### config.mk
export PLATFORM = sky130hd
export DESIGN_NAME = mwrs_cell
export DESIGN_NICKNAME = d
export VERILOG_FILES = /design/src/hw/rtl/mwrs_pkg.sv /design/src/hw/rtl/mwrs_cell.sv
export SDC_FILE = /design/constraint.sdc
export NUM_CORES = 1
export LEC_CHECK = 0
export BUFFER_PORTS_ARGS = -buffer_cell sky130_fd_sc_hd__buf_2
export CELL_PAD_IN_SITES_DETAIL_PLACEMENT = 0
export CELL_PAD_IN_SITES_GLOBAL_PLACEMENT = 2
export CORE_AREA = 5 5 80 97
export CTS_CLUSTER_DIAMETER = 50
export CTS_CLUSTER_SIZE = 24
export DETAILED_ROUTE_END_ITERATION = 8
export DIE_AREA = 0 0 85 102
export PLACE_DENSITY_LB_ADDON = 0.05
export SYNTH_ARGS = -nofsm -noshare
export SYNTH_HDL_FRONTEND = slang
export SYNTH_SLANG_ARGS = --single-unit
export TNS_END_PERCENT = 1
### constraint.sdc
create_clock -name clk -period 3.1 [get_ports clk]
set_clock_uncertainty 0.05 [all_clocks]
set_input_delay 0.465 -clock clk [delete_from_list [all_inputs] [get_ports clk]]
set_output_delay 0.465 -clock clk [all_outputs]
set_load 0.01 [all_outputs]
### src/hw/rtl/mwrs_pkg.sv
// ----------------------------------------------------------------------------
// mwrs_pkg
// Shared port codes, configuration register indexes and lane numbering for
// the weighted minimal route selector.
// ----------------------------------------------------------------------------
package mwrs_pkg;

  localparam int PORT_W = 3;

  typedef enum logic [PORT_W-1:0] {
    PORT_LOCAL = 3'd0,
    PORT_NORTH = 3'd1,
    PORT_SOUTH = 3'd2,
    PORT_EAST  = 3'd3,
    PORT_WEST  = 3'd4
  } port_t;

  localparam int CFG_IDX_W  = 2;
  localparam int CFG_DATA_W = 8;
  localparam int CFG_DIM_W  = 5;

  typedef enum logic [CFG_IDX_W-1:0] {
    CFG_NODE_ID   = 2'd0,
    CFG_MESH_ROWS = 2'd1,
    CFG_MESH_COLS = 2'd2
  } cfg_index_t;

  localparam logic [CFG_DATA_W-1:0] NODE_ID_RESET   = 8'd0;
  localparam logic [CFG_DIM_W-1:0]  MESH_ROWS_RESET = 5'd16;
  localparam logic [CFG_DIM_W-1:0]  MESH_COLS_RESET = 5'd16;

  // Three tile ids are divided side by side in every cell.
  localparam int NUM_LANES = 3;
  localparam int LANE_SRC  = 0;
  localparam int LANE_DST  = 1;
  localparam int LANE_ME   = 2;

endpackage

### src/hw/rtl/mwrs_cell.sv
// ----------------------------------------------------------------------------
// mwrs_cell
// One restoring division step for three tile ids at once. The dividend word
// shifts left; the freed low bit takes the new quotient bit, so after a full
// chain of cells the word holds the quotient and rem holds the remainder.
// ----------------------------------------------------------------------------
module mwrs_cell import mwrs_pkg::*; #(
  parameter int ID_BITS = 8,
  parameter int DIM_W   = 5
) (
  input  logic                               clk,
  input  logic                               rst_n,
  input  logic [DIM_W-1:0]                   divisor,
  input  logic                               up_valid,
  output logic                               up_ready,
  input  logic [NUM_LANES-1:0][ID_BITS-1:0]  up_word,
  input  logic [NUM_LANES-1:0][DIM_W-1:0]    up_rem,
  input  logic [PORT_W-1:0]                  up_port,
  output logic                               dn_valid,
  input  logic                               dn_ready,
  output logic [NUM_LANES-1:0][ID_BITS-1:0]  dn_word,
  output logic [NUM_LANES-1:0][DIM_W-1:0]    dn_rem,
  output logic [PORT_W-1:0]                  dn_port
);

  logic                              valid_r;
  logic [NUM_LANES-1:0][ID_BITS-1:0] word_r, word_nxt;
  logic [NUM_LANES-1:0][DIM_W-1:0]   rem_r, rem_nxt;
  logic [PORT_W-1:0]                 port_r;

  always_comb begin
    logic [DIM_W:0] rem_sh;
    logic           ge;
    word_nxt = '0;
    rem_nxt  = '0;
    for (int l = 0; l < NUM_LANES; l++) begin
      rem_sh      = {up_rem[l], up_word[l][ID_BITS-1]};
      ge          = (rem_sh >= {1'b0, divisor});
      rem_nxt[l]  = ge ? DIM_W'(rem_sh - {1'b0, divisor}) : DIM_W'(rem_sh);
      word_nxt[l] = {up_word[l][ID_BITS-2:0], ge};
    end
  end

  assign up_ready = !valid_r || dn_ready;

  always_ff @(posedge clk) begin
    if (!rst_n) begin
      valid_r <= 1'b0;
    end else if (up_ready) begin
      valid_r <= up_valid;
    end
  end

  always_ff @(posedge clk) begin
    if (up_valid && up_ready) begin
      word_r <= word_nxt;
      rem_r  <= rem_nxt;
      port_r <= up_port;
    end
  end

  assign dn_valid = valid_r;
  assign dn_word  = word_r;
  assign dn_rem   = rem_r;
  assign dn_port  = port_r;

endmodule

# [Word level (Yosys, flattened, before mapping)]
# Cells that the tools add are included.
[classes] add_sub_neg=3 n_lt_le_gt_ge=3 n_mux=3 reduce_logical=3
[ops] operator="$ge A6 B5 Y1" count=3
[ops] operator="$mux W5" count=3
[ops] operator="$sub A5 B5 Y5" count=3
[ops] operator="$logic_and A1 B1 Y1" count=1
[ops] operator="$logic_not A1 Y1" count=1
[ops] operator="$logic_or A1 B1 Y1" count=1
[word_totals] reg_bits=43 inputBits=51 out_inout_bits=44 elab_cells=20

# [Logic depth before layout (Yosys ltp)]
# Gate-level depths: netlist of run 1.
[logic_depth] word_depth=3 mapped_depth=8 ltp_nobuf=8

# [Worst setup path after synthesis of run 1]
# No wires, ideal clock.
[synth_path] path_kind="input -> register" start="in up_word[23] in the netlist's numbering" end="reg rem_r, in the netlist dn_rem[11] (data pin)" setup_ps=260 arrival_time_ps=1837 required_ps=2790 path_slack_ps=952 stages=8 path_buffers=0 path_cell_list="inv_1 > ha_1 > inv_1 > fa_1 > a21oi_1 > o21ai_2 > nor2_4 > mux2_4"
[synth_rtl] item="start, declared" line_no="mwrs_cell.sv:16" source="input logic [NUM_LANES-1:0][ID_BITS-1:0] up_word,"
[synth_rtl] item="end signal, assigned" line_no="mwrs_cell.sv:57" source="rem_r <= rem_nxt;"
[synth_rtl] item="end, declared" line_no="mwrs_cell.sv:28" source="logic [NUM_LANES-1:0][DIM_W-1:0] rem_r, rem_nxt;"

==> results of run 1 <==
==> layout make-up <==
| cell class | instances | area share (%) |
|---|---|---|
| well taps | 87 | 3.90 |
| inverters | 16 | 2.15 |
| flip-flops and latches | 43 | 45.9 |
| repair buffers | 94 | 16.9 |
| clock inverters | 2 | 2.15 |
| clock buffers | 6 | 2.60 |
| multi-input cells | 84 | 26.4 |
==> per-layer routing <==
metal	up-vias	global-route usage [%]
met4	0	5.12
met5	-	0
met2	65	17.8
met3	5	2.82
met1	648	13.7
li1	718	-
==> report_power, final <==
part / internal (mW) / total (mW) / switching (mW) / leakage, nW
registers: 0.699 / 0.708 / 0.00965 / 0.413
logic: 0.132 / 0.278 / 0.146 / 0.763
clock network: 0.322 / 0.513 / 0.190 / 0.0654
==> state kept, by name, indices dropped and copies added (netlist names) <==
name and count:
dn_word 24, dn_rem 15, dn_port 3, dn_valid 1
==> per-stage QoR <==
step	worst slack [ns]	area, µm²
3_3_place_gp	0.646	2660
2_1_floorplan	0.952	2080
5_1_grt	0.791	2790
4_1_cts	0.941	2790
6_report	0.956	2790
3_5_place_dp	0.634	2660
==> critical path, stage by stage <==
cell,delay [ns]
buf_2,0.10
inv_1,0.08
ha_1,0.15
inv_1,0.06
fa_1,0.41
a21oi_1,0.25
o21ai_2,0.11
nor2_4,0.16
mux2_2,0.35
==> kinds of logic after synthesis <==
kind of cell    synth area share, %
flops                          61.7
buf+inv                        2.89
simple gates                   8.80
xor+xnor                       2.53
fa+ha+maj                      11.9
compound gates                 4.76
mux                            7.41
==> layout by cell type (no fill, tap or decap) <==
cell,instances
clkbuf_1,1
bufinv_16,2
and2b_1,1
a21o_1,1
buf_2,94
a21oi_1,5
edfxtp_1,42
fa_1,3
nand3_1,2
inv_1,16
a21boi_0,1
mux2_4,6
mux2i_1,3
nand3b_1,2
nand2b_1,1
dfxtp_1,1
nand2_1,9
nor4_1,3
xor2_1,3
xnor2_1,3
nor3_1,3
nand4_1,1
nor2_4,3
o21ai_2,6
and2_2,1
ha_1,15
mux2_2,3
clkbuf_8,5
nor2_1,8
a31oi_1,1
==> worst max path at each step <==
| stage | end | slack [ns] |
|---|---|---|
| floorplan | dn_rem[11] | 0.95 |
| global placement | dn_rem[1] | 0.65 |
| detailed placement | dn_rem[2] | 0.63 |
| CTS | dn_rem[2] | 0.94 |
| global route | dn_rem[2] | 0.79 |
| finish | dn_rem[2] | 0.96 |
==> impl_metrics.toml, run 1 <==
[floorplan]
num_io_pins = 95
die_area_um2 = 8670
rows = 33
die_w_um = 85
core_area_um2 = 6690
initial_core_util_pct = 31.1
die_h_um = 102

[synth]
synth_cell_types = 26
synth_top_area_share_pct = 60.7
async_flop_share_pct = 0
synth_area_um2 = 2080
netlist_instances = 143
syn_avg_cell_area_um2 = 14.5
ys_top_cells_by_count = "edfxtp_1, inv_1, ha_1"
yosys_warnings = 0
seq_area_frac_synth_pct = 61.7
synth_area_leaders = "edfxtp_1, ha_1, mux2_4, fa_1, inv_1"
synth_edf_count = 42
ys_ff_latch = 43
synth-main-ff-cell = "edfxtp_1"
yosysTopAreaCell = "edfxtp_1"
syn-num-nets = 212
synthMostInstantiatedCell = "edfxtp_1"

[layout]
diodes = 0
layout.nets = 313
drive_above_1_share_pct = 49.0
ff_latch_area_um2 = 1280
final_core_util_pct = 41.7
multi_input_area_um2 = 737
fin_cells = 332
area_delta_synth_final_pct = 34.3
n_fill_cell = 681

[min_path]
hp-class = "primary input to register"
min_to = "dn_port[2]"
hold-path-cell-count = 1
hold_start = "up_port[2]"

[setup_path]
r2r_end = "dn_word[19]"
end_kind = "register"
r2r_start = "dn_valid"
crit_type = "primary input to register"
ff2ff_setup_slack_ns = 1.46
path_max_fanout = 5
crit_required_ns = 3.09
startpoint_type = "primary input"
rr_worst_depth = 2
startpoint = "up_word[7]"
worstPathArrival_ns = 2.14

[global_routing]
grt_use_total_pct = 11.0
grt_pass1_vias = 1530
grt_pass1_wl_mm = 7.40
grt_overflow = 0
antenna_found_initial = 0
grt_max_degree = 43

[clock_tree]
cts.sinks = 43
cts_buffers = 5
cts_tree = "done"
clock_latency_ns = 0.29
hold_buffers = 0
cts_setup_buffers = 0
cts_max_path_buffers = 2
cts_root_buffer = "clkbuf_8"
htreeDepth = 2
path_clk_slew_ns = 0.08
cts_resized = 0

[sta]
fmax_mhz = 466
fin_crit_ns = 2.14
rsz0062_at_grt = "no"
worst_pin_slew_ns = 0.980
finalCritPeriodShare_pct = 69.2
relSlewSlack_pct = 34.7
finalHoldViolCount = 0
fin_tns_setup_ns = 0
maxSlewViolCount = 0
setup_viol = 0
hold_slack_ns = 0.296

[route]
drt-pass1-iter-count = 4
wl_met3_um = 359
dr_total_vias = 1436
finalWirelength_mm = 4.68
met2_length_mm = 2.14
wl_per_cell_um = 14.1
antenna_left = 0
drt-met1-wl_mm = 2.10
first_iter_violations = 44
viasPerCell = 4.33
drc = 0
routed.top_layer = "met4"

[status]
status = "complete, no violations"

[power_and_ir_drop]
power.density_nw_per_um2 = 537
total_power_mw = 1.50
ir_drop_mv = 0.213
p_leak_nw = 1.24

[place]
routabilityCongestion = 0.776
dp.cells = 324
io_buffers = 94
dp_hpwl_mm = 3.84

[flow_run]
max_cap_viol_count = 0
No activity file was read; power rests on OpenSTA's default activity.
==> run 2, diff against run 1 <==
--- a/config.mk
+++ b/config.mk
@@ -5,14 +5,15 @@
 export SDC_FILE = /design/constraint.sdc
 export NUM_CORES = 1
 export LEC_CHECK = 0
+export ABC_AREA = 1
 export BUFFER_PORTS_ARGS = -buffer_cell sky130_fd_sc_hd__buf_2
 export CELL_PAD_IN_SITES_DETAIL_PLACEMENT = 0
 export CELL_PAD_IN_SITES_GLOBAL_PLACEMENT = 2
-export CORE_AREA = 5 5 80 97
+export CORE_AREA = 5 5 88 106
 export CTS_CLUSTER_DIAMETER = 50
 export CTS_CLUSTER_SIZE = 24
 export DETAILED_ROUTE_END_ITERATION = 8
-export DIE_AREA = 0 0 85 102
+export DIE_AREA = 0 0 93 111
 export PLACE_DENSITY_LB_ADDON = 0.05
 export SYNTH_ARGS = -nofsm -noshare
 export SYNTH_HDL_FRONTEND = slang
==> constraint.sdc (replaced) <==
create_clock -name clk -period 2.1 [get_ports clk]
set_clock_uncertainty 0.05 [all_clocks]
set_input_delay 0.315 -clock clk [delete_from_list [all_inputs] [get_ports clk]]
set_output_delay 0.315 -clock clk [all_outputs]
set_load 0.01 [all_outputs]
==> impl_metrics.toml, run 2 <==
[route]
drt-pass1-iter-count = 4
dr_total_vias = 1720
wl_per_cell_um = 13.6
met2_length_mm = 2.77
routed.top_layer = "met4"
viasPerCell = 4.35
drc = 0
drt-met1-wl_mm = 2.19
first_iter_violations = 24
finalWirelength_mm = 5.39
wl_met3_um = 317
antenna_left = 0

[sta]
finalHoldViolCount = 0
setup_viol = 0
fin_crit_ns = 1.62
relSlewSlack_pct = 77.2
hold_slack_ns = 0.146
worst_pin_slew_ns = 0.341
fmax_mhz = 618
finalCritPeriodShare_pct = 77.1
rsz0062_at_grt = "no"
fin_tns_setup_ns = 0
maxSlewViolCount = 0

[global_routing]
grt_pass1_vias = 1773
grt_overflow = 0
grt_pass1_wl_mm = 8.70
grt_use_total_pct = 10.7
grt_max_degree = 37
antenna_found_initial = 0

[synth]
ys_top_cells_by_count = "nand2_1, edfxtp_1, nand3_1"
syn_avg_cell_area_um2 = 11.3
async_flop_share_pct = 0
seq_area_frac_synth_pct = 58.0
syn-num-nets = 265
synth_top_area_share_pct = 57.1
synth_area_leaders = "edfxtp_1, ha_1, nand2_1, nand3_1, inv_1"
synth_cell_types = 19
yosys_warnings = 0
synth_edf_count = 42
netlist_instances = 196
synth_area_um2 = 2210
ys_ff_latch = 43
synthMostInstantiatedCell = "nand2_1"
yosysTopAreaCell = "edfxtp_1"
synth-main-ff-cell = "edfxtp_1"

[layout]
final_cell_area_um2 = 2970
final_cell_mix = "buf_2, nand2_1, edfxtp_1, nand3_1, inv_1"
drive_above_1_share_pct = 39.0
layout.nets = 368
final_common_cell = "buf_2"
area_delta_synth_final_pct = 34.4
fin_cells = 395
largest_register_ffs = 24
diodes = 0

[power_and_ir_drop]
power.density_nw_per_um2 = 756
ir_drop_mv = 0.311
p_leak_nw = 1.40
total_power_mw = 2.25

[min_path]
hp-class = "primary input to register"

[setup_path]
startpoint_type = "primary input"
crit_end = "dn_rem[3]"
r2r_start = "dn_valid"
r2r_end = "dn_rem[7]"
startpoint = "divisor[1]"
crit_type = "primary input to register"
ff2ff_setup_slack_ns = 0.78
worstPathArrival_ns = 1.63
end_kind = "register"
crit_required_ns = 2.11
path_max_fanout = 6
rr_worst_depth = 2

[clock_tree]
cts_tree = "done"
cts_resized = 0
hold_buffers = 0
cts_max_path_buffers = 2
cts_root_buffer = "clkbuf_8"
htreeDepth = 2
path_clk_slew_ns = 0.08
cts.sinks = 43
clock_latency_ns = 0.29
cts_buffers = 5
cts_setup_buffers = 0

[place]
io_buffers = 94
routabilityCongestion = 0.735
dp_hpwl_mm = 4.45
dpl-instance-area_um2 = 2840
dp.cells = 387

[floorplan]
die_w_um = 93
num_io_pins = 95
initial_core_util_pct = 27.3
die_h_um = 111
core_area_um2 = 8110
die_area_um2 = 10300
rows = 36

[flow_run]
max_cap_viol_count = 0

[status]
status = "complete, no violations"
## run 2: cell types whose count changed after synthesis, moves of 5 or more
cell | previous run | this run
mux2_4 | 6 | 0
nand3_1 | 2 | 28
o21ai_2 | 6 | 0
nand2_1 | 9 | 44
inv_1 | 16 | 21
## run 2: final cells by class
cell class	count	area, µm²
Clock buffer	6	72.6
Sequential cell	43	1280
Timing Repair Buffer	96	498
Clock inverter	2	60.1
Fill cell	843	5140
Multi-Input combinational cell	132	861
Tap cell	95	119
Inverter	21	78.8
## run 2: layer usage
| layer | vias to the layer above | GRT usage [%] |
|---|---|---|
| met5 | - | 0 |
| met4 | 0 | 4.40 |
| met3 | 8 | 2.65 |
| met2 | 59 | 18.8 |
| met1 | 770 | 12.2 |
| li1 | 883 | - |
## run 2: how the worst min path moves through the flow
stage,start,endpoint,depth (start not counted)
final,up_word[12],dn_word[13],1
after global routing,up_port[0],dn_port[0],1
after CTS,up_word[12],dn_word[13],1
after detailed placement,up_port[0],dn_port[0],1
after global placement,up_word[0],dn_word[1],1
after floorplan,up_port[0],dn_port[0],0
## run 2: logic make-up after synthesis
| family | after synthesis | synth area share, % |
|---|---|---|
| simple gates | 100 | 23.4 |
| flops | 43 | 58.0 |
| buf+inv | 21 | 3.57 |
| fa+ha+maj | 18 | 11.2 |
| compound gates | 11 | 2.60 |
| xor+xnor | 3 | 1.19 |
## run 2: power breakdown
part	switching (mW)	leakage [nW]	internal (mW)
Sequential	0.0139	0.414	1.03
Combinational	0.267	0.917	0.184
Clock	0.276	0.0654	0.475
Total	0.558	1.40	1.69
## run 2: per-stage QoR
stage                     setup WS (ns)  utilization (%)
after CTS                         0.442             36.6
after global placement            0.102             35.0
after global routing              0.321             36.6
after detailed placement          0.120             35.0
final                             0.482             36.6
after floorplan                  0.0301                -
## run 2: worst max-delay path: stages
cell	delay, ns
buf_2	0.10
inv_1	0.26
ha_1	0.31
nand3_1	0.10
nor2_1	0.05
nor2_2	0.26
nand2_4	0.10
nand2_1	0.08
nand2_1	0.04
==> run 3, diff against run 2 <==
==> constraint.sdc (replaced) <==
create_clock -name clk -period 1.6 [get_ports clk]
set_clock_uncertainty 0.05 [all_clocks]
set_input_delay 0.24 -clock clk [delete_from_list [all_inputs] [get_ports clk]]
set_output_delay 0.24 -clock clk [all_outputs]
set_load 0.01 [all_outputs]
==> impl_metrics.toml, run 3 (synthesis gave the netlist of run 2 again) <==
[status]
status = "complete, no violations"

[min_path]
hp-class = "primary input to register"

[clock_tree]
path_clk_slew_ns = 0.08
cts_max_path_buffers = 2
cts_setup_buffers = 0
cts_tree = "done"
cts_buffers = 5
cts_root_buffer = "clkbuf_8"
clock_latency_ns = 0.29
cts.sinks = 43
hold_buffers = 0
htreeDepth = 2

[floorplan]
rows = 36
num_io_pins = 95
die_h_um = 111
die_w_um = 93
initial_core_util_pct = 27.3
core_area_um2 = 8110
die_area_um2 = 10300

[route]
viasPerCell = 4.29
wl_per_cell_um = 12.7
finalWirelength_mm = 5.35
dr_total_vias = 1813
antenna_left = 0
drc = 0
drt-pass1-iter-count = 4
first_iter_violations = 38

[power_and_ir_drop]
intPower_mw = 1.97
power.density_nw_per_um2 = 864
p_sw_share_pct = 27.4
p_leak_nw = 1.50
total_power_mw = 2.71
p_seq_share_pct = 50.5
ir_drop_mv = 0.294
switchingPower_mw = 0.744
clock_power_share_pct = 24.6
combinationalPowerShare_pct = 25.0

[layout]
drive_above_1_share_pct = 44.5
n_fill_cell = 843
ff_latch_area_um2 = 1280
final_common_cell = "buf_2"
final_cell_area_um2 = 3140
multi_input_area_um2 = 866
final_cell_mix = "buf_2, nand2_1, edfxtp_1, buf_4, nand3_1"
area_delta_synth_final_pct = 42.2
layout.nets = 396
diodes = 0
largest_register_ffs = 24

[sta]
maxSlewViolCount = 0
worst_pin_slew_ns = 0.203
finalHoldViolCount = 0
setup_viol = 0
finalWorstSetupSlack_ns = 0.0986
finalCritPeriodShare_pct = 93.8
fin_crit_ns = 1.50
fmax_mhz = 666
rsz0062_at_grt = "yes"
fin_tns_setup_ns = 0
relSlewSlack_pct = 86.5

[setup_path]
worstPathArrival_ns = 1.50
rr_worst_depth = 2
end_kind = "register"
r2r_end = "dn_rem[10]"
crit_end = "dn_rem[13]"
crit_required_ns = 1.60
startpoint = "divisor[1]"
r2r_start = "dn_valid"
startpoint_type = "primary input"
path_max_fanout = 6
ff2ff_setup_slack_ns = 0.48
crit_type = "primary input to register"

[place]
io_buffers = 94
dpl-instance-area_um2 = 3050
routabilityCongestion = 0.751
dp_slack_ns = -0.212
dp_hpwl_mm = 4.56

[flow_run]
max_cap_viol_count = 0

[global_routing]
grt_pass1_wl_mm = 8.51
grt_pass1_vias = 1839
antenna_found_initial = 0
grt_use_total_pct = 10.5
grt_overflow = 0
grt_max_degree = 36
[run 3: cell types whose count changed in the layout (fill, tap and decap cells not counted), sizes merged]
cell,before,now
buf,96,124
bufinv,2,0
clkinv,0,1
clkinvlp,0,2
inv,21,20
[run 3: timing repair]
action	CTS	global route
gates resized for setup	0	2
endpoints found under the setup margin	0	4
endpoints found under the hold margin	0	0
[run 3: worst min-delay path by stage]
stage             endpoint        start  slack (ns)  cells after the start
2_1_floorplan   dn_port[0]   up_port[0]        0.29                      0
3_3_place_gp   dn_word[18]  up_word[17]        0.37                      1
3_5_place_dp    dn_port[0]   up_port[0]        0.37                      1
4_1_cts         dn_port[1]   up_port[1]        0.06                      1
5_1_grt         dn_word[5]   up_word[4]        0.05                      1
6_report        dn_port[1]   up_port[1]        0.07                      1
[run 3: power groups by stage]
stage                     Sequential (mW)  Clock, mW  Combinational (mW)
after floorplan                      1.45          0               0.313
after global placement               1.40          0               0.698
after detailed placement             1.40          0               0.692
after CTS                            1.37      0.713               0.694
after global routing                 1.38      0.743               0.762
final                                1.37      0.666               0.677
[run 3: worst max-delay path, stage by stage]
cell,delay [ns]
buf_2,0.10
clkinvlp_4,0.18
fa_1,0.52
nand2_1,0.10
nand2_2,0.07
nand3_4,0.09
nand2_4,0.07
nand2_1,0.07
nand2_1,0.05
[run 3: routing by layer]
metal | vias up | share of wire (%) | wire [µm] | GRT usage [%]
met5 | - | 0 | 0 | 0
li1 | 939 | - | - | -
met3 | 5 | 6.7 | 356 | 2.58
met4 | 0 | 1.7 | 92 | 4.40
met1 | 814 | 39 | 2080 | 11.3
met2 | 55 | 53 | 2820 | 19.0
[run 3: cell type report]
type / instances / area share [%]
clock inverters: 2 / 0.398
repair buffers: 124 / 22.5
multi-input cells: 132 / 27.6
clock buffers: 6 / 2.31
flip-flops and latches: 43 / 40.8
inverters: 21 / 2.63
well taps: 95 / 3.78
[run 3: per-stage QoR]
stage	std cells	util (%)	hold slack [ns]
after floorplan	196	-	0.289
after global placement	415	37.6	0.367
after detailed placement	415	37.6	0.368
after CTS	423	38.6	0.0554
after global routing	423	38.8	0.0530
final	423	38.8	0.0687
