File: src/hw/rtl/mwrs_pkg.sv
// ----------------------------------------------------------------------------
// mwrs_pkg
// Shared port codes, configuration register indexes and lane numbering for
// the weighted minimal route selector.
// ----------------------------------------------------------------------------
package mwrs_pkg;

  localparam int PORT_W = 3;

  typedef enum logic [PORT_W-1:0] {
    PORT_LOCAL = 3'd0,
    PORT_NORTH = 3'd1,
    PORT_SOUTH = 3'd2,
    PORT_EAST  = 3'd3,
    PORT_WEST  = 3'd4
  } port_t;

  localparam int CFG_IDX_W  = 2;
  localparam int CFG_DATA_W = 8;
  localparam int CFG_DIM_W  = 5;

  typedef enum logic [CFG_IDX_W-1:0] {
    CFG_NODE_ID   = 2'd0,
    CFG_MESH_ROWS = 2'd1,
    CFG_MESH_COLS = 2'd2
  } cfg_index_t;

  localparam logic [CFG_DATA_W-1:0] NODE_ID_RESET   = 8'd0;
  localparam logic [CFG_DIM_W-1:0]  MESH_ROWS_RESET = 5'd16;
  localparam logic [CFG_DIM_W-1:0]  MESH_COLS_RESET = 5'd16;

  // Three tile ids are divided side by side in every cell.
  localparam int NUM_LANES = 3;
  localparam int LANE_SRC  = 0;
  localparam int LANE_DST  = 1;
  localparam int LANE_ME   = 2;

endpackage

File: src/hw/rtl/mwrs_decide.sv
// ----------------------------------------------------------------------------
// mwrs_decide
// Three-stage back end: distances and flags, scaled products, then the
// biased compare that picks the output port.
// ----------------------------------------------------------------------------
module mwrs_decide import mwrs_pkg::*; #(
  parameter int ID_BITS = 8,
  parameter int DIM_W   = 5
) (
  input  logic                               clk,
  input  logic                               rst_n,
  input  logic [2*DIM_W-1:0]                 scale,
  input  logic                               up_valid,
  output logic                               up_ready,
  input  logic [NUM_LANES-1:0][ID_BITS-1:0]  up_quo,
  input  logic [NUM_LANES-1:0][DIM_W-1:0]    up_rem,
  input  logic [PORT_W-1:0]                  up_port,
  output logic                               dn_valid,
  input  logic                               dn_ready,
  output logic [PORT_W-1:0]                  dn_port
);

  localparam int PROW_W = ID_BITS + 2 * DIM_W;
  localparam int PCOL_W = 3 * DIM_W;
  localparam int MN_W   = ID_BITS + DIM_W + 2;
  localparam int BIAS_W = MN_W + 2;
  localparam int SUM_W  = ID_BITS + 3 * DIM_W + 4;

  typedef struct packed {
    logic at_dest;
    logic go_south;
    logic go_east;
    logic row_bias;
    logic col_bias;
  } route_flags_t;

  // Stage A: distances.
  logic               a_valid_r;
  logic [ID_BITS-1:0] a_x_r, a_m_r, a_x_nxt, a_m_nxt;
  logic [DIM_W-1:0]   a_y_r, a_n_r, a_y_nxt, a_n_nxt;
  route_flags_t       a_flags_r, a_flags_nxt;
  logic               a_ready;

  // Stage B: products.
  logic               b_valid_r;
  logic [PROW_W-1:0]  b_prow_r;
  logic [PCOL_W-1:0]  b_pcol_r;
  logic [BIAS_W-1:0]  b_bias_r;
  route_flags_t       b_flags_r;
  logic               b_ready;

  // Stage C: decision, doubles as the output register.
  logic               c_valid_r;
  logic [PORT_W-1:0]  c_port_r, c_port_nxt;
  logic               c_ready;

  assign c_ready  = !c_valid_r || dn_ready;
  assign b_ready  = !b_valid_r || c_ready;
  assign a_ready  = !a_valid_r || b_ready;
  assign up_ready = a_ready;

  always_comb begin
    logic [ID_BITS-1:0] me_r, d_r, s_r;
    logic [DIM_W-1:0]   me_c, d_c, s_c;
    logic               not_src;
    me_r = up_quo[LANE_ME];
    d_r  = up_quo[LANE_DST];
    s_r  = up_quo[LANE_SRC];
    me_c = up_rem[LANE_ME];
    d_c  = up_rem[LANE_DST];
    s_c  = up_rem[LANE_SRC];
    a_x_nxt = (d_r >= me_r) ? d_r - me_r : me_r - d_r;
    a_y_nxt = (d_c >= me_c) ? d_c - me_c : me_c - d_c;
    a_m_nxt = (d_r >= s_r) ? d_r - s_r : s_r - d_r;
    a_n_nxt = (d_c >= s_c) ? d_c - s_c : s_c - d_c;
    // Equal quotient and remainder under one divisor means equal tile ids.
    not_src = (me_r != s_r) || (me_c != s_c);
    a_flags_nxt.at_dest  = (a_x_nxt == '0) && (a_y_nxt == '0);
    a_flags_nxt.go_south = (me_r < d_r);
    a_flags_nxt.go_east  = (me_c < d_c);
    a_flags_nxt.row_bias = not_src && (a_x_nxt != '0) &&
                           ((up_port == PORT_NORTH) || (up_port == PORT_SOUTH));
    a_flags_nxt.col_bias = not_src && (a_y_nxt != '0) &&
                           ((up_port == PORT_EAST) || (up_port == PORT_WEST));
  end

  always_comb begin
    logic [SUM_W-1:0] p_row, p_col;
    p_row = SUM_W'(b_prow_r) + (b_flags_r.row_bias ? SUM_W'(b_bias_r) : '0);
    p_col = SUM_W'(b_pcol_r) + (b_flags_r.col_bias ? SUM_W'(b_bias_r) : '0);
    if (b_flags_r.at_dest) begin
      c_port_nxt = PORT_LOCAL;
    end else if (p_row >= p_col) begin
      c_port_nxt = b_flags_r.go_south ? PORT_SOUTH : PORT_NORTH;
    end else begin
      c_port_nxt = b_flags_r.go_east ? PORT_EAST : PORT_WEST;
    end
  end

  always_ff @(posedge clk) begin
    if (!rst_n) begin
      a_valid_r <= 1'b0;
      b_valid_r <= 1'b0;
      c_valid_r <= 1'b0;
    end else begin
      if (a_ready) begin
        a_valid_r <= up_valid;
      end
      if (b_ready) begin
        b_valid_r <= a_valid_r;
      end
      if (c_ready) begin
        c_valid_r <= b_valid_r;
      end
    end
  end

  always_ff @(posedge clk) begin
    if (up_valid && a_ready) begin
      a_x_r     <= a_x_nxt;
      a_y_r     <= a_y_nxt;
      a_m_r     <= a_m_nxt;
      a_n_r     <= a_n_nxt;
      a_flags_r <= a_flags_nxt;
    end
    if (a_valid_r && b_ready) begin
      b_prow_r  <= PROW_W'(a_x_r) * PROW_W'(scale);
      b_pcol_r  <= PCOL_W'(a_y_r) * PCOL_W'(scale);
      b_bias_r  <= BIAS_W'((MN_W'(a_m_r) + MN_W'(1)) * (MN_W'(a_n_r) + MN_W'(1))) << 2;
      b_flags_r <= a_flags_r;
    end
    if (b_valid_r && c_ready) begin
      c_port_r <= c_port_nxt;
    end
  end

  assign dn_valid = c_valid_r;
  assign dn_port  = c_port_r;

endmodule
File: config.mk
export PLATFORM = sky130hd
export DESIGN_NAME = mwrs_decide
export DESIGN_NICKNAME = d
export VERILOG_FILES = /design/src/hw/rtl/mwrs_pkg.sv /design/src/hw/rtl/mwrs_decide.sv
export SDC_FILE = /design/constraint.sdc
export NUM_CORES = 1
export LEC_CHECK = 0
export ABC_CLOCK_PERIOD_IN_PS = 5870
export BUFFER_PORTS_ARGS = -buffer_cell sky130_fd_sc_hd__buf_4
export CAP_MARGIN = 20
export CELL_PAD_IN_SITES_DETAIL_PLACEMENT = 0
export CELL_PAD_IN_SITES_GLOBAL_PLACEMENT = 2
export CORE_UTILIZATION = 37
export DETAILED_ROUTE_END_ITERATION = 16
export GPL_ROUTABILITY_DRIVEN = 0
export GPL_TIMING_DRIVEN = 0
export PLACE_DENSITY = 0.9
export RECOVER_POWER = 50
export SYNTH_ARGS = -nofsm -noshare
export SYNTH_HDL_FRONTEND = slang
export SYNTH_SLANG_ARGS = --single-unit
File: constraint.sdc
create_clock -name clk -period 5.87 [get_ports clk]
set_clock_uncertainty 0.05 [all_clocks]
set_input_delay 1.761 -clock clk [delete_from_list [all_inputs] [get_ports clk]]
set_output_delay 1.761 -clock clk [all_outputs]
set_load 0.005 [all_outputs]
# Word-level counts from Yosys, hierarchy flattened
# Cells that the tools add are included.
# Widths: inputs -> output; s select.
# classes
n_reduce_logical	21
n_lt_le_gt_ge	7
n_eq_ne	6
n_mux	9
n_mul	3
addsub	12
# op_table
cell	n
$mux 17	2
$sub 8x8->8	4
$sub 5x5->5	4
$add 18x17->19	1
$ge 19x18->1	1
$add 15x17->18	1
$mul 8x10->18	1
$ge 8x8->1	2
$mux 8	2
$mul 5x10->15	1
$mul 9x6->15	1
$ge 5x5->1	2
$mux 5	2
$add 8x1->9 const B	1
$logic_and 1x1->1	8
$logic_not 8->1	1
$lt 8x8->1	1
$ne 8x8->1	1
$reduce_bool 8->1	1
$add 5x1->6 const B	1
$eq 3x2->1 const B	2
$logic_or 1x1->1	6
$mux 3	2
$logic_not 5->1	1
other kinds (7)	9
# totals
out_inout_bits	5
inputBits	56
regBits	90
word_cells	79

# Longest topological paths before layout
# Gate-level depths: netlist of the first run.
# depth
word_depth	5
mapped_depth	20
mapped_depth_nobuf	19

# Worst setup path before layout of the first run
# OpenSTA, ideal clock, no wires.
# synth_path
path_kind	input port to flip-flop
start	input port dn_ready
end	register b_bias_r[10] (enable)
arrival_time_ns	5.730
path_slack_ns	-0.455
setup_ns	0.545
n_path_buf	0
path_stages	2
required_time_ns	5.275
cell_sequence	nor2b_1 > a21boi_0
# synth_between
elab_chain_cells	3
# synth_rtl
item	line_no	text
start: declaration	mwrs_decide.sv:19	input logic dn_ready,
$logic_or 1x1->1	mwrs_decide.sv:57	assign c_ready = !c_valid_r || dn_ready;
$logic_or 1x1->1	mwrs_decide.sv:58	assign b_ready = !b_valid_r || c_ready;
$logic_and 1x1->1	mwrs_decide.sv:126	if (a_valid_r && b_ready) begin
end signal: assignment	mwrs_decide.sv:129	b_bias_r <= BIAS_W'((MN_W'(a_m_r) + MN_W'(1)) * (MN_W'(a_n_r) + MN_W'(1))) << 2;
end: declaration	mwrs_decide.sv:48	logic [BIAS_W-1:0] b_bias_r;
# No other way between the ends.
# A chain may end at the register's enable or synchronous reset.

# Final worst setup path of the first run
# layout_path
start	input port scale[4]
end	register b_prow_r[17] (data pin)
# layout_between
elab_chain_cells	1
# layout_rtl
item	line_no	text
start: declaration	mwrs_decide.sv:12	input logic [2*DIM_W-1:0] scale,
$mul 8x10->18	mwrs_decide.sv:127	b_prow_r <= PROW_W'(a_x_r) * PROW_W'(scale);
end signal: assignment	mwrs_decide.sv:127	
end: declaration	mwrs_decide.sv:46	logic [PROW_W-1:0] b_prow_r;
# No other way between the ends.

==> reports/qor.csv, run 1 <==
metric;value;unit
first-pass GRT wire length;45100;um
combinational power share;73.0;%
CP Depth;16;
Initial DRC Count;490;
Max Freq;175.2;MHz
Detail Route Antenna Nets;0;
Worst-path clk slew;0.07;ns
share of layout cells above drive strength 1;8.297;%
vias after detailed routing;9065;
P_int;3.623;mW
# hold bufs at CTS;0;
Final Util;41.61;%
port buffer count;60;
worst IR drop on VDD;0.2796;mV
status;complete, but fails checks;
slowest cell delay on critical path;0.54;ns
leak pwr;6.597;nW
worst hold path class;flip-flop to flip-flop;
initial antenna violation count;0;
Critical path buffers and inverters;4;
crit end category;flip-flop;
proportion of synthesized chip area in sequential cells;21.17;%
Cell Area, Placed;13710;sq um
Power Dens Cells;482.5;nW/um^2
Num CTS Buffers;9;
crit-path cells;buf_4, and2_1, fa_1, fa_1, fa_1, inv_1, fa_1, inv_1, ha_2, or3_1, o211ai_1, buf_4, a31oi_2, a21o_1, a21oi_2, xnor2_1;
Pins Over Slew Limit;54;
count of cell types in the netlist;62;
Starting Density;37.64;%
CP Max Fanout;13;
WP data arrival;5.75;ns
Cells after Synth;1317;
CP max-delay cell;fa_1;
final setup violation count;0;
switching share of power;46.18;%
DRT Wirelength;27280;um
total grt overflow;0;
Synth Area per Inst;9.584;sq um
cell area after layout;13950;sq um
Root Buffer;clkbuf_16;
Max-slew headroom;-142.3;%
Area Overhead vs Synth;10.54;%
Die ar.;34860;sq um
CTS tree;done;
# DRC;0;
DIE WIDTH;186.7;um
crit start category;primary input;
number of global-route vias before repair;9140;
DR vias/cell;4.943;
Total GRT Usage;16.04;%
Clock power frac;8.6;%
Tcrit/Tclk final;97.21;%
core box area;33530;sq um
Synth Register Bits;90;
synthesis warning total;0;
CP required;5.92;ns
Largest delay share family, worst path;adder cells;
detailed placement HPWL;23480;um
Worst Path Class, Setup;primary input to flip-flop;
Seq pwr share;18.4;%
Chip Height;186.7;um
Cell Count, Final, Fillers Out;1834;
Clock Latency Late Sink;0.36;ns
Inst Count DP;1827;
worst-case clock buffer depth;2;
IO Count;61;
CP most frequent cell;fa_1;
MaxCap Viol Count;2;
fraction of registers with async set/reset;0;%
syn nets;1666;
final hold violations;0;
r2r setup slk;0.47;ns
Post-Syn Area;12620;sq um
Synth Flop Type;edfxtp_1;
Max H-tree Level;3;
row count;67;
Tot Pwr;6.732;mW
Layout Nets;1730;
worst hold slack;0.3716;ns
Period minus WS final;5.706;ns
number of cells on the worst reg-to-reg path;19;
drt wl/cell;14.87;um
first-pass iteration count of the detailed router;5;
failing checks;max-capacitance violations, max-slew violations;
Sw Pwr;3.109;mW
Post-synth EDFFs;87;
antenna cells;0;
fillers;3445;
hold path depth;0;
largest net degree at the start of global routing;31;
slew at the pin closest to its max-slew limit;3.602;ns
CTS Sinks;90;
synthesized netlist by cell type (15+ instances only):
library cell | count | area share, %
xnor2_1 | 67 | 4.6
o21ai_0 | 32 | 1.3
a31oi_1 | 16 | 0.79
a21o_1 | 39 | 2.3
inv_1 | 191 | 5.7
nor3_1 | 21 | 0.83
nand2_1 | 57 | 1.7
edfxtp_1 | 87 | 21
nor2_1 | 60 | 1.8
nor2b_1 | 24 | 1.2
xor2_1 | 39 | 2.7
and2_1 | 151 | 7.5
fa_1 | 111 | 18
ha_1 | 182 | 18
mux2i_1 | 15 | 1.2
clkbuf_1 | 16 | 0.48
a21oi_1 | 63 | 2.5
nand3_1 | 18 | 0.71
layout make-up:
cell class / count / area [sq um] / area share (%)
plain buffers: 11 / 66.31 / 0.4753
inverters: 191 / 716.9 / 5.139
well taps: 448 / 560.5 / 4.018
repair buffers: 63 / 466.7 / 3.345
flip-flops and latches: 90 / 2673 / 19.16
multi-input cells: 1015 / 9175 / 65.76
clock buffers: 9 / 225.2 / 1.614
clock inverters: 7 / 68.82 / 0.4932
worst paths after layout:
kind / from / endpoint
max: scale[4] / b_prow_r[17]
max reg2reg: b_flags_r[1] / dn_port[0]
min reg2reg: a_flags_r[1] / b_flags_r[1]
min: a_flags_r[1] / b_flags_r[1]
layout by cell type (no fill, tap or decap), types with 19 or more instances in the layout:
cell type,Yosys,final
inv_1,191,191
nor3_1,21,19
fa_1,111,111
a21oi_1,63,62
nor2_1,60,60
nor2b_1,24,24
a21o_1,39,39
buf_4,0,50
ha_1,182,178
and2_1,151,147
nand2_1,57,57
xnor2_1,67,67
xor2_1,39,39
o21ai_0,32,30
edfxtp_1,87,87
per-stage QoR:
step / setup TNS (ns) / setup WS, ns
after global routing: -0.02906 / -0.02906
final: 0 / 0.1637
after CTS: 0 / 0.05148
after floorplan: 0 / 0.007935
after global placement: -20.17 / -0.7045
after detailed placement: -4.011 / -0.7244
state kept, by name (all words and copies together), names as in the netlist:
signal	count
a_y_r	5
a_flags_r	5
a_valid_r	1
a_m_r	8
dn_valid	1
a_n_r	5
a_x_r	8
b_bias_r	15
b_pcol_r	15
b_prow_r	18
b_valid_r	1
dn_port	3
b_flags_r	5
per-layer routing:
layer	share of wire [%]	GRT usage [%]	wire, um	vias up
met5	0	0	0	-
li1	-	-	-	4528
met4	1.3	3.752	363	0
met1	47	20.83	12780	4380
met2	48	27.93	13160	133
met3	3.6	2.445	973	24
power by group through the flow:
stage	registers, mW	logic (mW)	clock network [mW]
detailed placement	1.26	4.84	0
global placement	1.25	4.78	0
CTS	1.24	4.88	0.596
finish	1.24	4.91	0.580
global route	1.26	5.66	0.618
floorplan	1.18	3.82	0
logic make-up after synthesis:
kind of cell / Yosys count / share of synthesized area, %
flip-flops: 90 / 21.17
AO/OA/AOI/OAI: 208 / 10.85
AND/OR/NAND/NOR: 390 / 16.99
XOR/XNOR: 106 / 7.355
adder cells (fa/ha/maj): 293 / 35.65
buffers and inverters: 212 / 6.503
multiplexers: 18 / 1.477
worst register-to-register path: stages, from the launching register on:
cell and delay [ns]:
edfxtp_1 0.50, clkbuf_1 0.25, and2_1 0.19, ha_1 0.22
fa_1 0.41, a21o_1 0.19, a221oi_1 0.38, o31ai_1 0.21
o41ai_2 0.39, o21bai_1 0.11, a21oi_1 0.18, xnor2_1 0.09
ha_1 0.30, o21ai_0 0.14, or3_1 0.37, o22a_1 0.20
a31oi_1 0.49, nor2_1 0.14, or2_2 0.30, a21oi_1 0.15
timing repair:
item                                    in CTS  in global routing
resized for setup                            1                 11
buffers inserted                             0                  1
endpoints found under the setup margin       6                  2
pin swaps                                    1                  9
(Power assumes the default switching activity.)
==> run 2, diff against run 1 <==
PLACE_DENSITY = 0.77   (was 0.9)
==> run 2 against run 1 <==
The run still ends with max-capacitance violations, max-slew violations left; sequential power about the same; maximum frequency decreased by 0.80%; non-clock buffer count increased by 1; routed wire length increased by 7.2%; total power increased by 4.8%; global-route usage increased by 1.6 points; utilization increased by 0.19 points; critical path depth unchanged; clock-buffer cell count unchanged; final area increased by 0.47%; critical path type unchanged; largest cell class unchanged.
==> reports/qor.csv, run 2 (synthesis results as in run 1) <==
metric;value;unit;change
Layout Nets;1731;;was 1730
IO Count;61;;unchanged
fillers;3424;;was 3445
Tot Pwr;7.054;mW;was 6.732 mW
CTS tree;done;;unchanged
Max Freq;173.8;MHz;was 175.2 MHz
DR vias/cell;4.845;;was 4.943
WP data arrival;5.79;ns;was 5.75 ns
DRT Wirelength;29230;um;was 27280 um
crit end category;flip-flop;;unchanged
# DRC;0;;unchanged
Area Overhead vs Synth;11.05;%;was 10.54%
CP required;5.90;ns;was 5.92 ns
worst IR drop on VDD;0.2325;mV;was 0.2796 mV
Clock Latency Late Sink;0.35;ns;was 0.36 ns
leak pwr;6.618;nW;was 6.597 nW
largest registers;b_prow_r x18, b_bias_r x15, b_pcol_r x15;;unchanged
Sequential Area;2673;sq um;unchanged
Pins Over Slew Limit;42;;was 54
combinational power share;73.9;%;was 73.0%
total negative slack;0;ns;unchanged
Period minus WS final;5.752;ns;was 5.706 ns
CTS Sinks;90;;unchanged
worst-case clock buffer depth;2;;unchanged
total grt overflow;0;;unchanged
area of the multi-input gates;9231;sq um;was 9175 sq um
Max H-tree Level;3;;unchanged
Worst-path clk slew;0.08;ns;was 0.07 ns
unrepaired setup endpoints after global routing;true;;
antenna cells;0;;unchanged
crit start category;primary input;;unchanged
Sw Pwr;3.295;mW;was 3.109 mW
commonest non-fill, non-tap cell in the layout;inv_1;;unchanged
Detail Route Antenna Nets;0;;unchanged
CP Max Fanout;13;;unchanged
first-pass iteration count of the detailed router;6;;was 5
initial antenna violation count;0;;unchanged
Root Buffer;clkbuf_16;;unchanged
Clock power frac;8.3;%;was 8.6%
worst hold path class;flip-flop to flip-flop;;unchanged
MaxCap Viol Count;2;;unchanged
share of layout cells above drive strength 1;8.652;%;was 8.297%
Initial DRC Count;448;;was 490
detailed placement HPWL;25090;um;was 23480 um
row count;67;;unchanged
commonest cells after routing, fill and taps aside;191 x inv_1, 177 x ha_1, 146 x and2_1;;was 191 x inv_1, 178 x ha_1, 147 x and2_1
status;complete, but fails checks;;unchanged
switching share of power;46.72;%;was 46.18%
first-pass GRT wire length;48680;um;was 45100 um
port buffer count;60;;unchanged
Worst Path Class, Setup;primary input to flip-flop;;unchanged
P_int;3.758;mW;was 3.623 mW
slew at the pin closest to its max-slew limit;1.911;ns;was 3.602 ns
Chip Height;186.7;um;unchanged
Num CTS Buffers;9;;unchanged
Max-slew headroom;-28.57;%;was -142.3%
vias after detailed routing;8891;;was 9065
final hold violations;0;;unchanged
Power Dens Cells;503.2;nW/um^2;was 482.5 nW/um^2
core box area;33530;sq um;unchanged
Total GRT Usage;17.59;%;was 16.04%
Die ar.;34860;sq um;unchanged
largest net degree at the start of global routing;30;;was 31
drt wl/cell;15.93;um;was 14.87 um
max reg flops;18;;unchanged
Starting Density;37.64;%;unchanged
final setup violation count;0;;unchanged
failing checks;max-capacitance violations, max-slew violations;;unchanged
number of global-route vias before repair;9244;;was 9140
DIE WIDTH;186.7;um;unchanged
Seq pwr share;17.8;%;was 18.4%
Tcrit/Tclk final;98.00;%;was 97.21%
Top reg by flops;b_prow_r;;unchanged
-- run 2: power groups by stage --
stage          Combinational (mW)  Clock, mW  Sequential (mW)
2_1_floorplan                3.82          0             1.18
4_1_cts                      5.07      0.603             1.27
5_1_grt                      5.96      0.624             1.28
3_5_place_dp                 4.98          0             1.28
6_report                     5.21      0.583             1.26
3_3_place_gp                 4.97          0             1.28
-- run 2: area by class of cell --
type	instances	area share, %
multi-input combinational	1015	65.86
sequential	90	19.07
inverter	191	5.115
tap	448	3.999
timing repair buffer	64	3.303
clock buffer	9	1.607
clock inverter	7	0.5802
buffer	11	0.4731
-- run 2: layer usage --
layer | share of wire, % | track usage [%] | wire length [um] | vias up
met5 | 0 | 0 | 0 | -
met4 | 1.1 | 3.625 | 335 | 0
met3 | 2.5 | 2.088 | 727 | 22
met2 | 47 | 30.11 | 13830 | 103
met1 | 49 | 23.85 | 14340 | 4229
li1 | - | - | - | 4537
-- run 2: stage by stage --
step | util, % | instances | hold slack, ns | cell area (sq um) | worst slack, ns
2_1_floorplan | - | 1317 | 0.3503 | 12630 | 0.007935
3_3_place_gp | 40.69 | 1825 | 0.3522 | 13640 | -0.8811
3_5_place_dp | 40.97 | 1828 | 0.3556 | 13740 | -0.8739
4_1_cts | 41.86 | 1835 | 0.3744 | 14040 | 0.004894
5_1_grt | 41.80 | 1835 | 0.3901 | 14020 | -0.04624
6_report | 41.80 | 1835 | 0.3756 | 14020 | 0.1177
-- run 2: worst max-delay path, stage by stage --
cell and delay (ns):
buf_4 0.17, and2_1 0.17, fa_1 0.56, fa_1 0.46
fa_1 0.56, inv_1 0.06, fa_1 0.54, inv_1 0.07
ha_4 0.19, or3_4 0.37, o211ai_1 0.17, buf_4 0.16
a31oi_2 0.11, a21o_1 0.19, a21oi_2 0.15, xnor2_2 0.09
-- run 2: final timing paths --
| check | from | end | slack, ns | cells past startpoint |
|---|---|---|---|---|
| max | scale[4] | b_prow_r[17] | 0.12 | 16 |
| min | a_flags_r[3] | b_flags_r[3] | 0.38 | 0 |
| max reg2reg | b_flags_r[1] | dn_port[0] | 0.50 | 19 |
| min reg2reg | a_flags_r[3] | b_flags_r[3] | 0.38 | 0 |
-- run 2: what timing repair did --
item | CTS | global route
hold buffers | 0 | 0
endpoints found under the setup margin | 6 | 3
endpoints found under the hold margin | 0 | 0
pin swaps | 3 | 11
setup buffers | 1 | 0
gates resized for setup | 6 | 14
==> run 3, diff against run 2 <==
ABC_AREA = 1   (was not set)
CAP_MARGIN = 25   (was 20)
CORE_UTILIZATION = 35   (was 37)
PLACE_DENSITY = 0.78   (was 0.77)
==> run 3 against run 2 <==
The flow still finishes with violations (max-capacitance violations, max-slew violations); clock power up 0.9%; total power down 12%; flip-flop and latch count is the same; die area is 10% higher; synthesized area increased by 4.5%; utilization fell by 2.3 points; first-iteration DRC count decreased by 1.8%; critical path depth is 3 higher; sequential share of layout area is 0.71 points lower; synthesized cell count is 28% higher; final cell count grew 23%; largest cell class unchanged.
==> reports/qor.csv, run 3 <==
metric;value;unit;change
Max Freq;177.3;MHz;was 173.8 MHz
Synth Area in Simple Gates;16.86;%;was 16.99%
CTS Sinks;90;;unchanged
Root Buffer;clkbuf_16;;unchanged
Final Util;39.49;%;was 41.80%
crit end category;flip-flop;;unchanged
WP data arrival;5.74;ns;was 5.79 ns
crit start category;primary input;;unchanged
slowest cell delay on critical path;0.57;ns;was 0.56 ns
Post-synth EDFFs;87;;unchanged
Initial DRC Count;440;;was 448
port buffer count;60;;unchanged
CTS tree;done;;unchanged
proportion of synthesized chip area in sequential cells;20.27;%;was 21.17%
proportion of synthesized area in mux cells;0.4080;%;was 1.477%
Max-slew headroom;-33.64;%;was -28.57%
slew at the pin closest to its max-slew limit;2.005;ns;was 1.911 ns
Tcrit/Tclk final;96.09;%;was 98.00%
worst IR drop on VDD;0.2297;mV;was 0.2325 mV
largest family of logic cells by synthesized area;adder cells;;unchanged
failing checks;max-capacitance violations, max-slew violations;;unchanged
largest registers;b_prow_r x18, b_bias_r x15, b_pcol_r x15;;unchanged
# DRC;0;;unchanged
Clock Latency Late Sink;0.35;ns;about the same
Post-Syn Area;13190;sq um;was 12620 sq um
# hold bufs at CTS;0;;unchanged
first-pass iteration count of the detailed router;5;;was 6
largest net degree at the start of global routing;38;;was 30
detailed placement HPWL;28590;um;was 25090 um
fraction of registers with async set/reset;0;%;unchanged
row count;70;;was 67
Top reg by flops;b_prow_r;;unchanged
Synth top cells by count;409 x inv_1, 377 x nand2_1, 182 x ha_1;;was 191 x inv_1, 182 x ha_1, 151 x and2_1
worst hold path class;flip-flop to flip-flop;;unchanged
syn nets;2033;;was 1666
DIE WIDTH;196.1;um;was 186.7 um
Area Overhead vs Synth;10.41;%;was 11.05%
Tot Pwr;6.185;mW;was 7.054 mW
antenna cells;0;;unchanged
Synth Area per Inst;7.831;sq um;was 9.584 sq um
drt wl/cell;14.33;um;was 15.93 um
worst-case clock buffer depth;2;;unchanged
share of layout cells above drive strength 1;6.164;%;was 8.652%
DR vias/cell;4.551;;was 4.845
Power Dens Cells;424.8;nW/um^2;was 503.2 nW/um^2
DRT Wirelength;32330;um;was 29230 um
CP most frequent cell;inv_1;;was fa_1
CP required;5.97;ns;was 5.90 ns
status;complete, but fails checks;;unchanged
Detail Route Antenna Nets;0;;unchanged
IO Count;61;;unchanged
crit-path cells;buf_6, nand2_1, fa_1, fa_1, inv_1, fa_1, inv_1, fa_1, inv_1, ha_4, nand2_1, inv_1, a21oi_2, inv_1, nand3_1, nand3_1, nand2_1, o21ai_0, xor2_1;;was buf_4, and2_1, fa_1, fa_1, fa_1, inv_1, fa_1, inv_1, ha_4, or3_4, o211ai_1, buf_4, a31oi_2, a21o_1, a21oi_2, xnor2_2
Synth Register Bits;90;;unchanged
leak pwr;8.198;nW;was 6.618 nW
dominant cell type by area after synthesis;edfxtp_1;;unchanged
final hold violations;0;;unchanged
Inst Count DP;2250;;was 1828
Largest delay share family, worst path;adder cells;;unchanged
unrepaired setup endpoints after global routing;false;;was true
Starting Density;35.77;%;was 37.64%
post-synth top area share;19.81;%;was 20.70%
Total GRT Usage;17.84;%;was 17.59%
commonest non-fill, non-tap cell in the layout;inv_1;;unchanged
Area contributors post-synth;edfxtp_1 20%, ha_1 17%, fa_1 17%;;was edfxtp_1 21%, ha_1 18%, fa_1 18%
Worst Path Class, Setup;primary input to flip-flop;;unchanged
post-synthesis adder-cell area fraction;34.12;%;was 35.65%
compound-gate portion of the synthesized area;8.928;%;was 10.85%
Cells after Synth;1684;;was 1317
core box area;36870;sq um;was 33530 sq um
synthesis warning total;0;;unchanged
count leader, synth;inv_1;;unchanged
initial antenna violation count;0;;unchanged
number of global-route vias before repair;10480;;was 9244
total grt overflow;0;;unchanged
Max H-tree Level;3;;unchanged
total negative slack;0;ns;unchanged
Post-Synth XOR/XNOR Area;6.376;%;was 7.355%
Cell Count, Final, Fillers Out;2256;;was 1835
vias after detailed routing;10270;;was 8891
Worst-path clk slew;0.07;ns;was 0.08 ns
Critical path buffers and inverters;6;;was 4
CP Max Fanout;13;;unchanged
Synth Flop Type;edfxtp_1;;unchanged
Period minus WS final;5.640;ns;was 5.752 ns
count of cell types in the netlist;51;;was 62
Num CTS Buffers;9;;unchanged
Chip Height;196.1;um;was 186.7 um
CP max-delay cell;fa_1;;unchanged
final setup violation count;0;;unchanged
Die ar.;38460;sq um;was 34860 sq um
commonest cells after routing, fill and taps aside;409 x inv_1, 377 x nand2_1, 181 x ha_1;;was 191 x inv_1, 177 x ha_1, 146 x and2_1
MaxCap Viol Count;1;;was 2
Layout Nets;2096;;was 1731
max reg flops;18;;unchanged
Pins Over Slew Limit;38;;was 42
first-pass GRT wire length;54090;um;was 48680 um
==> run 3: per-layer routing <==
layer	GRT usage [%]	routed length, um	vias up
met5	0	0	-
met4	3.356	306	0
met3	1.753	801	18
met2	29.09	14720	121
met1	25.68	16500	4778
li1	-	-	5350
==> run 3: worst reg2reg max path, stage by stage, from the launching register on <==
cell and delay, ns:
edfxtp_1 0.35, clkbuf_1 0.37, nand3_1 0.16, nor2_1 0.15, nand2_1 0.20, or2_2 0.35
fa_1 0.52, fa_1 0.52, fa_1 0.54, inv_1 0.04, ha_1 0.35, a21oi_1 0.14
nand2_1 0.12, a21oi_1 0.27, o21ai_0 0.17, nand2_1 0.09, nand2_1 0.05, a21oi_1 0.15
inv_1 0.06, nand2_1 0.06, nand2_1 0.07
==> run 3: what timing repair did <==
item,CTS,global route
endpoints found under the setup margin,8,4
gates resized for setup,0,7
pin swaps,0,2
gates cloned,0,0
setup buffers,0,0
==> run 3: per-stage QoR <==
stage          hold slack (ns)  instance area [sq um]  worst slack, ns
2_1_floorplan           0.3503                  13190          0.03120
3_3_place_gp            0.3522                  14270          -0.7226
3_5_place_dp            0.3601                  14320          -0.7346
4_1_cts                 0.3662                  14590          0.05176
5_1_grt                 0.3727                  14560          0.01860
6_report                0.3631                  14560           0.2297
==> run 3: final cells by class <==
type                       instances  area [sq um]
fill                            3903         22310
sequential                        90          2673
buffer                            26         143.9
clock buffer                       9         225.2
tap                              504         630.6
timing repair buffer              62         457.9
multi-input combinational       1148          8815
inverter                         410          1539
clock inverter                     7         76.32
==> run 3: kinds of logic after synthesis <==
family,count (synthesis)
AOI/OAI and AO/OA,200
xor gates and xnor gates,96
adders and majority gates,293
buffers and inverters,446
DFF,90
muxes,5
and+or+nand+nor,554
==> run 3: final timing paths <==
path	start	to	slack [ns]	cells past startpoint
worst max-delay path	scale[1]	b_prow_r[15]	0.23	19
worst min-delay path	a_flags_r[2]	b_flags_r[2]	0.36	0
worst max register to register	a_n_r[0]	b_bias_r[16]	0.80	20
worst min register to register	a_flags_r[2]	b_flags_r[2]	0.36	0
==> run 3: where the power goes <==
group          switching (mW)  internal, mW
logic                    2.72          1.73
clock network           0.255         0.333
registers               0.105          1.05
total                    3.08          3.11
